## config.mk

```make
export PLATFORM = sky130hd
export DESIGN_NAME = chg_dot4
export DESIGN_NICKNAME = d
export VERILOG_FILES = /design/src/hw/rtl/chg_pkg.sv /design/src/hw/rtl/chg_dot4.sv
export SDC_FILE = /design/constraint.sdc
export NUM_CORES = 1
export LEC_CHECK = 0
export ABC_AREA = 1
export BUFFER_PORTS_ARGS = -buffer_cell sky130_fd_sc_hd__buf_2
export CORE_AREA = 2 2 192 194
export CTS_BUF_LIST = sky130_fd_sc_hd__clkbuf_4 sky130_fd_sc_hd__clkbuf_8 sky130_fd_sc_hd__clkbuf_16
export DETAILED_ROUTE_END_ITERATION = 12
export DIE_AREA = 0 0 194 196
export GPL_TIMING_DRIVEN = 0
export PLACE_DENSITY = 0.81
export SKIP_LAST_GASP = 1
export SLEW_MARGIN = 25
export SYNTH_ARGS = -nofsm -noshare
export SYNTH_HDL_FRONTEND = slang
export SYNTH_SLANG_ARGS = --single-unit
export TNS_END_PERCENT = 30
```

## constraint.sdc

```tcl
create_clock -name clk -period 7.77 [get_ports clk]
set_input_delay 1.554 -clock clk [delete_from_list [all_inputs] [get_ports clk]]
set_output_delay 1.554 -clock clk [all_outputs]
set_load 0.1 [all_outputs]
```

## src/hw/rtl/chg_pkg.sv

```systemverilog
// Package of shared constants, state codes and status types for the convex hull block.
`timescale 1ns / 1ps

package chg_pkg;

  localparam int unsigned MAX_POINTS_DEF = 64;
  localparam int unsigned COORD_BITS_DEF = 16;
  localparam int unsigned IO_COORD_BITS  = 16;

  typedef enum logic [4:0] {
    S_LOAD,
    S_PV_RD,
    S_PV_CMP,
    S_SW_RD,
    S_SW_W0,
    S_SW_W1,
    S_SO_RDT,
    S_SO_LDT,
    S_SO_CHK,
    S_SO_LDQ,
    S_SO_GO,
    S_SO_CR,
    S_SO_DI,
    S_RE_INIT,
    S_RE_LDC,
    S_RE_CHK,
    S_RE_LDN,
    S_RE_GO,
    S_RE_WT,
    S_RE_END,
    S_DEG,
    S_SC_R0,
    S_SC_R1,
    S_SC_R2,
    S_SC_L2,
    S_SC_CHK,
    S_SC_LDC,
    S_SC_LOOP,
    S_SC_WT,
    S_SC_LDN,
    S_EM_RD,
    S_EM_LD
  } chg_state_t;

  // Status of the shared product unit.
  typedef struct packed {
    logic done;
    logic neg;
    logic zero;
  } chg_res_t;

endpackage

```

## src/hw/rtl/chg_dot4.sv

```systemverilog
// Shared multiplier unit: sign of a0*b0 + a1*b1 - a2*b2 - a3*b3, from one multiplier used for each product in turn.
`timescale 1ns / 1ps

module chg_dot4 #(
  parameter int unsigned COORD_BITS = chg_pkg::COORD_BITS_DEF
) (
  input  logic                        clk,
  input  logic                        rst_n,
  input  logic                        start,
  input  logic signed [COORD_BITS:0]  opa [4],
  input  logic signed [COORD_BITS:0]  opb [4],
  output chg_pkg::chg_res_t           res
);

  localparam int unsigned D = COORD_BITS + 1;
  localparam int unsigned P = 2 * D;
  localparam int unsigned A = P + 2;

  logic signed [D-1:0] a_r [4];
  logic signed [D-1:0] b_r [4];
  logic signed [P-1:0] prod_r;
  logic signed [A-1:0] acc_r;
  logic                pvld_r;
  logic                psub_r;
  logic                busy_r;
  logic                done_r;
  logic [2:0]          cnt_r;

  always_ff @(posedge clk) begin
    if (!rst_n) begin
      busy_r <= 1'b0;
      done_r <= 1'b0;
      pvld_r <= 1'b0;
      cnt_r  <= '0;
    end else begin
      done_r <= busy_r && (cnt_r == 3'd4);
      if (start) begin
        busy_r <= 1'b1;
        pvld_r <= 1'b0;
        cnt_r  <= '0;
      end else if (busy_r) begin
        pvld_r <= (cnt_r < 3'd4);
        cnt_r  <= cnt_r + 3'd1;
        if (cnt_r == 3'd4) begin
          busy_r <= 1'b0;
        end
      end
    end
  end

  always_ff @(posedge clk) begin
    if (start) begin
      a_r   <= opa;
      b_r   <= opb;
      acc_r <= '0;
    end else if (busy_r) begin
      if (cnt_r < 3'd4) begin
        prod_r <= a_r[cnt_r[1:0]] * b_r[cnt_r[1:0]];
        psub_r <= cnt_r[1];
      end
      if (pvld_r) begin
        acc_r <= psub_r ? acc_r - A'(prod_r) : acc_r + A'(prod_r);
      end
    end
  end

  assign res.done = done_r;
  assign res.neg  = acc_r[A-1];
  assign res.zero = (acc_r == '0);

endmodule
```

# Word level (Yosys, flattened, before mapping)
# Index checks and enable logic that the tools add are counted.
# classes
add_sub_neg,3
multipliers,1
n_div,0
order_cmp,2
n_eq_ne,1
shifts,0
n_mux,10
bitwise,3
reduce_logical,5
# op_table
cell,n
$bmux 17 s2,2
$mux 17,4
$add 36x34->36,1
$logic_not 36->1,1
$mux 36,1
$sub 36x34->36,1
$mul 17x17->34,1
$add 3x1->3 const B,1
$eq 3x3->1 const B,1
$ge 3x3->1 const B,1
$lt 3x3->1 const B,1
$mux 1,3
$not 2->3,1
$reduce_and 3->1,1
$not 1->1,2
$reduce_and 2->1,1
$reduce_or 2->1,1
$logic_and 1x1->1,1
# totals
reg_bits,213
latch_bits,0
mem_bits_rw,0
romBits,0
out_inout_bits,3
wordCells,40
mem_count,0

# Depth between registers and ports, before layout
# Gate-level depths: netlist of run 1.
# logic_depth
depth_word,5
ltp_mapped,32

# Worst setup path before layout of run 1
# Ideal clock, no wire load.
# synth_timing
path_type,register -> register
startpoint,reg cnt_r[0]
endpoint,reg prod_r[29] (data pin)
setup_ps,259
arrival_ps,5873
required_time_ps,7511
slack_ps,1638
path_stages_with_launch,22
n_path_buf,2
period_less_slack_ps,6132
path_cell_list,dfxtp_1 buf_4 buf_2 nand2_1 a32oi_4 inv_2 nor2_1 fa_1 fa_1 inv_1 fa_1 fa_1 fa_1 fa_1 inv_1 ha_1 a21oi_1 o21ai_0 a21oi_1 a21boi_0 nand2_1 xor2_1
# synth_via
elab_chain_cells,5
word_cells_on_any_way,8
# synth_rtl
element,line,rtl
"start, declared",chg_dot4.sv:27,logic [2:0] cnt_r;
"start signal, assigned",chg_dot4.sv:43,cnt_r <= cnt_r + 3'd1;
$not 2->3 (not written as such) (*),chg_dot4.sv:58,prod_r <= a_r[cnt_r[1:0]] * b_r[cnt_r[1:0]];
$bmux 17 s2,chg_dot4.sv:58,
$mux 17 (not written as such) (2 in series),chg_dot4.sv:58,
$mul 17x17->34 (*),chg_dot4.sv:58,
"end signal, assigned",chg_dot4.sv:58,
"end, declared",chg_dot4.sv:21,logic signed [P-1:0] prod_r;
# Mark *: on every way between the ends. The rest lies on a longest branch, timed or not. The select of a mux whose other input is x is not followed.
# A chain may end at the register's enable or synchronous reset.

# Final worst setup path of run 1
# layout_timing
startpoint,reg cnt_r[1]
endpoint,reg prod_r[32] (data pin)
# Same word-level chain as after synthesis.

==> impl_metrics.ini, run 1 <==
[status]
status = finished clean

[final_layout]
drive_gt1_frac = 0.120
syn_to_final_growth_pct = 9.88
fill_cells = 2852
multiInputGateArea_um2 = 14000
nets = 3280
utilization = 0.680
seqCellArea_um2 = 5980
final_area_um2 = 24500

[floorplanning]
die_area_um2 = 38000
placeableCoreArea_um2 = 36100
fp.dieW_um = 194
initial_core_util = 0.619
die_h_um = 196
pin_count = 142
rows = 70

[setup_path]
cp.required_ns = 8.04
cp_slowest_cell = a32oi_1
path_cells = inv_2, buf_2, buf_2, a32oi_1, buf_2, nand2_1, fa_1, inv_1, fa_1, inv_1, fa_1, inv_1, fa_1, fa_1, inv_1, fa_1, inv_1, ha_1, nand2_1, nor4_1, nand3_1, nand3_1, a21oi_1, xor2_1
startpoint = cnt_r[1]
end_kind = register
cpMostUsedCell = fa_1
cp_max_fo = 10
worst_path_largest_cell_delay_ns = 0.69
r2r_start = cnt_r[1]
critPathArrivalTime_ns = 7.81
start_kind = register
path_class = register to register

[synthesis]
synth_area_leader_cell = fa_1
synth_edf_count = 171
synth.cell_area_um2 = 22300
synth.top_cells.by_count = 531 x inv_1, 462 x nand2_1, 340 x nor2_1, 297 x fa_1, 171 x edfxtp_1
ys.flop_type = edfxtp_1
synthCells = 2552
synth_top_area_share = 0.266
syn-num-nets = 3111
ys_seq_area_frac = 0.268
post-synth-top-count-cell = inv_1
ys_seq_elements = 213
avgSynthCellArea_um2 = 8.75
ys_warn_count = 0
async_flop_share = 0
synth_cell_types = 54
synth_area_leaders = fa_1 27%, edfxtp_1 23%, inv_1 8.9%

[sta]
hold_slack_ns = 0.489
max_slew_margin = 0.270
final.setup_skew_ns = 0.0117
worstMarginPinSlew_ns = 1.10
fin_setup_tns_ns = 0
fin_crit_ns = 7.54
fin_crit_sh = 0.970
hold_violations = 0
slew_violations = 0
rsz0062_at_grt = yes
fmax_ghz = 0.133
setup_viol = 0

[routing]
viasPerCell = 5.60
postRouteWirelength_um = 61400
first_pass_iters = 6
vias = 18000
ant_nets = 0
drc = 0
avgRoutedWirePerCell_um = 19.1
drt_iter0_drc = 1170

[run]
maxCapViolCount = 0

[grt]
grt_max_degree = 91
use_met1 = 0.371
grt_use_met3 = 0.0526
gr-total-overflow = 0
use_met2 = 0.586
track_usage = 0.329
grt_pass1_vias = 19000
grt.busiest_layer = met2
antenna_found_initial = 4
grt_pass1_wl_um = 97200

[hold_path]
worstHoldPathType = register to register
worstHoldStart = pvld_r

[placement]
place_congestion = 1.01
place_area_um2 = 23700
hpwl_um = 50500
io_buffer_count = 141

[clock_tree]
cts_inserted_buffers = 24
postCtsSetupBuffers = 0
cts.sinks = 213
htreeDepth = 1
cts_max_path_buffers = 3
clk_latency_ns = 0.53
path_clk_slew_ns = 0.06
cts_tree = done
cts_root_buf = clkbuf_16
[placed cells by master (no fill, tap or decap), types with 13 or more instances in the layout]
cell and count:
inv_1 531, a32oi_2 19, clkbuf_16 25, nor2_1 339, dfxtp_1 42, nand2_1 462, xnor2_1 27, nor3_1 16
nand4_1 20, ha_1 123, nand3_1 60, fa_1 297, a21oi_1 107, buf_2 185, xor2_1 60, o21ai_0 58
inv_2 13, edfxtp_1 171, nor2_2 17
[routing by layer]
metal,routed length (um),vias up
met5,0,-
met4,4640,0
met3,4320,248
met2,30400,810
met1,22100,8634
li1,-,8267
[path summary, 6_finish.rpt]
kind                     end  slack, ns  depth (start not counted)
hold / removal        pvld_r       0.49                          2
hold reg to reg       pvld_r       0.49                          2
setup / recovery  prod_r[32]       0.23                         24
setup reg to reg  prod_r[32]       0.23                         24
[critical path: cells and delay by family, from the launching register on]
kind / cells / cell delay, ns
flip-flops: 1 / 0.49
AO/OA/AOI/OAI: 2 / 0.81
buffers and inverters: 9 / 1.23
adder cells (fa/ha/maj): 7 / 3.35
AND/OR/NAND/NOR: 5 / 1.19
XOR/XNOR: 1 / 0.16
[per-stage QoR]
stage	std cells	setup slack [ns]
after floorplan	2552	1.64
after global placement	3161	0.278
after detailed placement	3163	0.247
after CTS	3205	0.166
after global routing	3209	-0.00822
final	3209	0.234
[cells by family (layout without fill, tap and decap cells)]
kind of cell,Yosys count,after routing,synth area share
xor+xnor,87,87,0.0341
other cells,0,4,0
compound gates,266,266,0.0793
flops,213,213,0.268
simple gates,957,957,0.177
fa+ha+maj,420,420,0.335
buf+inv,609,794,0.107
[state kept, by name, indices dropped and copies added (netlist names)]
register and flops:
done_r 1, psub_r 1, cnt_r 3, pvld_r 1, acc_r 36, a_r 68, prod_r 34, busy_r 1
b_r 68
[cell type report]
| class | count | area share |
|---|---|---|
| Sequential cell | 213 | 0.244 |
| Clock buffer | 31 | 0.0273 |
| Antenna cell | 4 | 0.000408 |
| Inverter | 546 | 0.0837 |
| Timing Repair Buffer | 143 | 0.0311 |
| Tap cell | 468 | 0.0239 |
| Clock inverter | 11 | 0.00561 |
| Buffer | 63 | 0.0136 |
| Multi-Input combinational cell | 1730 | 0.571 |
[repair_timing]
| action | in CTS | in global routing |
|---|---|---|
| resized for setup | 0 | 4 |
| hold buffers | 0 | 0 |
| setup endpoints to repair | 0 | 4 |
Power of run 1 is not shown: default switching activity piles up to over one toggle a cycle in this logic, so the estimate is an artifact.
==> run 2: changes to the inputs <==
--- a/config.mk
+++ b/config.mk
@@ -5,14 +5,14 @@
 export SDC_FILE = /design/constraint.sdc
 export NUM_CORES = 1
 export LEC_CHECK = 0
-export ABC_AREA = 1
+export ABC_AREA = 0
 export BUFFER_PORTS_ARGS = -buffer_cell sky130_fd_sc_hd__buf_2
-export CORE_AREA = 2 2 192 194
+export CORE_AREA = 2 2 185 187
 export CTS_BUF_LIST = sky130_fd_sc_hd__clkbuf_4 sky130_fd_sc_hd__clkbuf_8 sky130_fd_sc_hd__clkbuf_16
 export DETAILED_ROUTE_END_ITERATION = 12
-export DIE_AREA = 0 0 194 196
+export DIE_AREA = 0 0 187 189
 export GPL_TIMING_DRIVEN = 0
-export PLACE_DENSITY = 0.81
+export PLACE_DENSITY = 0.82
 export SKIP_LAST_GASP = 1
 export SLEW_MARGIN = 25
 export SYNTH_ARGS = -nofsm -noshare
==> impl_metrics.ini, run 2 <==
[synthesis]
synth_area_leaders = fa_1 29%, edfxtp_1 25%, ha_1 7.4%
post-synth-top-count-cell = inv_1
ys_warn_count = 0
synth-simple-area-share = 0.118
synth_cell_types = 66
synth.cell_area_um2 = 20800
ys_seq_elements = 213
synth_edf_count = 171
synth_area_leader_cell = fa_1
synth_compound_area_frac = 0.0813
ys.flop_type = edfxtp_1
syn-num-nets = 2604
synth_top_area_share = 0.286
synthAdderAreaFrac = 0.360
avgSynthCellArea_um2 = 10.2
async_flop_share = 0
muxShareOfSynthArea = 0.0361
synth_xor_area_frac = 0.0417
synth_top_family_by_area = adder cells
synth.top_cells.by_count = 358 x inv_1, 297 x fa_1, 240 x nand2_1, 192 x nor2_1, 171 x edfxtp_1
ys_seq_area_frac = 0.287
synthCells = 2045

[setup_path]
critPathArrivalTime_ns = 7.83
rrSetupSlack_ns = 0.19
r2r_start = cnt_r[1]
cp_slowest_cell = fa_1
start_kind = register
path_class = register to register
reg2regPathDepth = 25
cp.required_ns = 8.02
worst_path_largest_cell_delay_ns = 0.55
cpMostUsedCell = fa_1
end_kind = register
cp_max_fo = 10
r2r-end = prod_r[33]

[floorplanning]
fp.dieW_um = 187
die_h_um = 189
die_area_um2 = 35300
initial_core_util = 0.626
placeableCoreArea_um2 = 33300
pin_count = 142
rows = 67

[routing]
ant_nets = 0
viasPerCell = 5.64
postRouteWirelength_um = 49300
vias = 15100
drc = 0
first_pass_iters = 7
drt_iter0_drc = 875
avgRoutedWirePerCell_um = 18.4

[sta]
hold_violations = 0
fin_crit_sh = 0.976
final.setup_skew_ns = 0.0217
fmax_ghz = 0.132
worstMarginPinSlew_ns = 1.00
setup_viol = 0
rsz0062_at_grt = no
fin_crit_ns = 7.58
slew_violations = 0
max_slew_margin = 0.326

[clock_tree]
htreeDepth = 1
cts_max_path_buffers = 3
cts.sinks = 213
cts_inserted_buffers = 23
cts_root_buf = clkbuf_16
post_cts_hold_buffer_count = 0
clk_latency_ns = 0.53
path_clk_slew_ns = 0.06
cts_tree = done

[final_layout]
seqCellArea_um2 = 5980
nets = 2766
syn_to_final_growth_pct = 11.5
layout_common_cells = 358 x inv_1, 295 x fa_1, 240 x nand2_1, 191 x nor2_1, 171 x edfxtp_1
final_area_um2 = 23200
multiInputGateArea_um2 = 13500
reg_top3 = a_r (68), b_r (68), acc_r (36)
layout_commonest_cell = inv_1
fill_cells = 2430
drive_gt1_frac = 0.135

[hold_path]
worstHoldStart = acc_r[27]
hold_end = acc_r[27]
worstHoldPathType = register to register
holdPathStages = 2

[grt]
antenna_found_initial = 0
grt_max_degree = 111
track_usage = 0.285
grt_pass1_wl_um = 79800
gr-total-overflow = 0
grt_pass1_vias = 16000

[placement]
place_congestion = 0.968
io_buffer_count = 141
place_area_um2 = 22200
hpwl_um = 39700

[status]
status = finished clean

[run]
maxCapViolCount = 0
-- run 2: cell types whose count changed after synthesis, moves of 28 or more --
cell      change
o21ai_1      +29
xnor2_1      +53
nor2_1      -148
inv_1       -173
mux2_2       +28
nand3_1      -53
clkbuf_1     +38
mux2i_1      +30
nand2_1     -222
xor2_1       -41
buf_2        -45
o21ai_0      -36
-- run 2: worst max path at each step --
stage	startpoint	to	cells after the start
after floorplan	cnt_r[1]	prod_r[33]	28
after global placement	cnt_r[1]	prod_r[33]	28
after detailed placement	cnt_r[1]	prod_r[33]	28
after CTS	cnt_r[1]	prod_r[33]	25
after global routing	cnt_r[1]	prod_r[33]	27
final	cnt_r[1]	prod_r[33]	25
-- run 2: repair_timing --
action,CTS,global route
resized for setup,60,45
pin swaps,0,3
endpoints found under the hold margin,0,0
setup buffers,0,4
endpoints found under the setup margin,22,7
-- run 2: routing by layer --
| layer | routed length, um | global-route usage |
|---|---|---|
| met1 | 19500 | 0.356 |
| met2 | 23800 | 0.495 |
| met3 | 3720 | 0.0528 |
| met4 | 2220 | 0.110 |
| met5 | 0 | 0 |
-- run 2: final cells by class --
class                   count  share of cell area
multi-input cells        1413               0.580
inverters                 358              0.0579
diodes                      1            0.000108
clock buffers              27              0.0261
well taps                 448              0.0241
plain buffers              51              0.0136
clock inverters            14             0.00657
repair buffers            147              0.0345
flip-flops and latches    213               0.257
-- run 2: cells by family (layout without fill, tap and decap cells) --
kind of cell | Yosys count | in the layout
buffers and inverters | 419 | 597
other | 0 | 1
AO/OA/AOI/OAI | 271 | 271
adder cells (fa/ha/maj) | 420 | 420
flip-flops | 213 | 213
AND/OR/NAND/NOR | 559 | 559
multiplexers | 64 | 64
XOR/XNOR | 99 | 99
-- run 2: critical path, delay by kind of cell, from the launching register on --
family                   cells  cell delay, ns
AO/OA/AOI/OAI                7            1.85
XOR/XNOR                     1            0.12
adder cells (fa/ha/maj)      7            3.35
buffers and inverters        7            0.73
flip-flops                   1            0.37
multiplexers                 1            0.41
AND/OR/NAND/NOR              2            0.46
-- run 2: stage by stage --
stage               std cells  hold slack (ns)  setup WS, ns  setup TNS (ns)  utilization
detailed placement       2636            0.462         -2.02          -26.11        0.666
global placement         2634            0.456         -1.99          -25.70        0.664
global route             2671            0.490       0.00648               0        0.698
finish                   2672            0.480         0.190               0        0.698
CTS                      2670            0.477        0.0164               0        0.693
floorplan                2045            0.432         0.138               0            -
Power of run 2 is left out for the same reason.
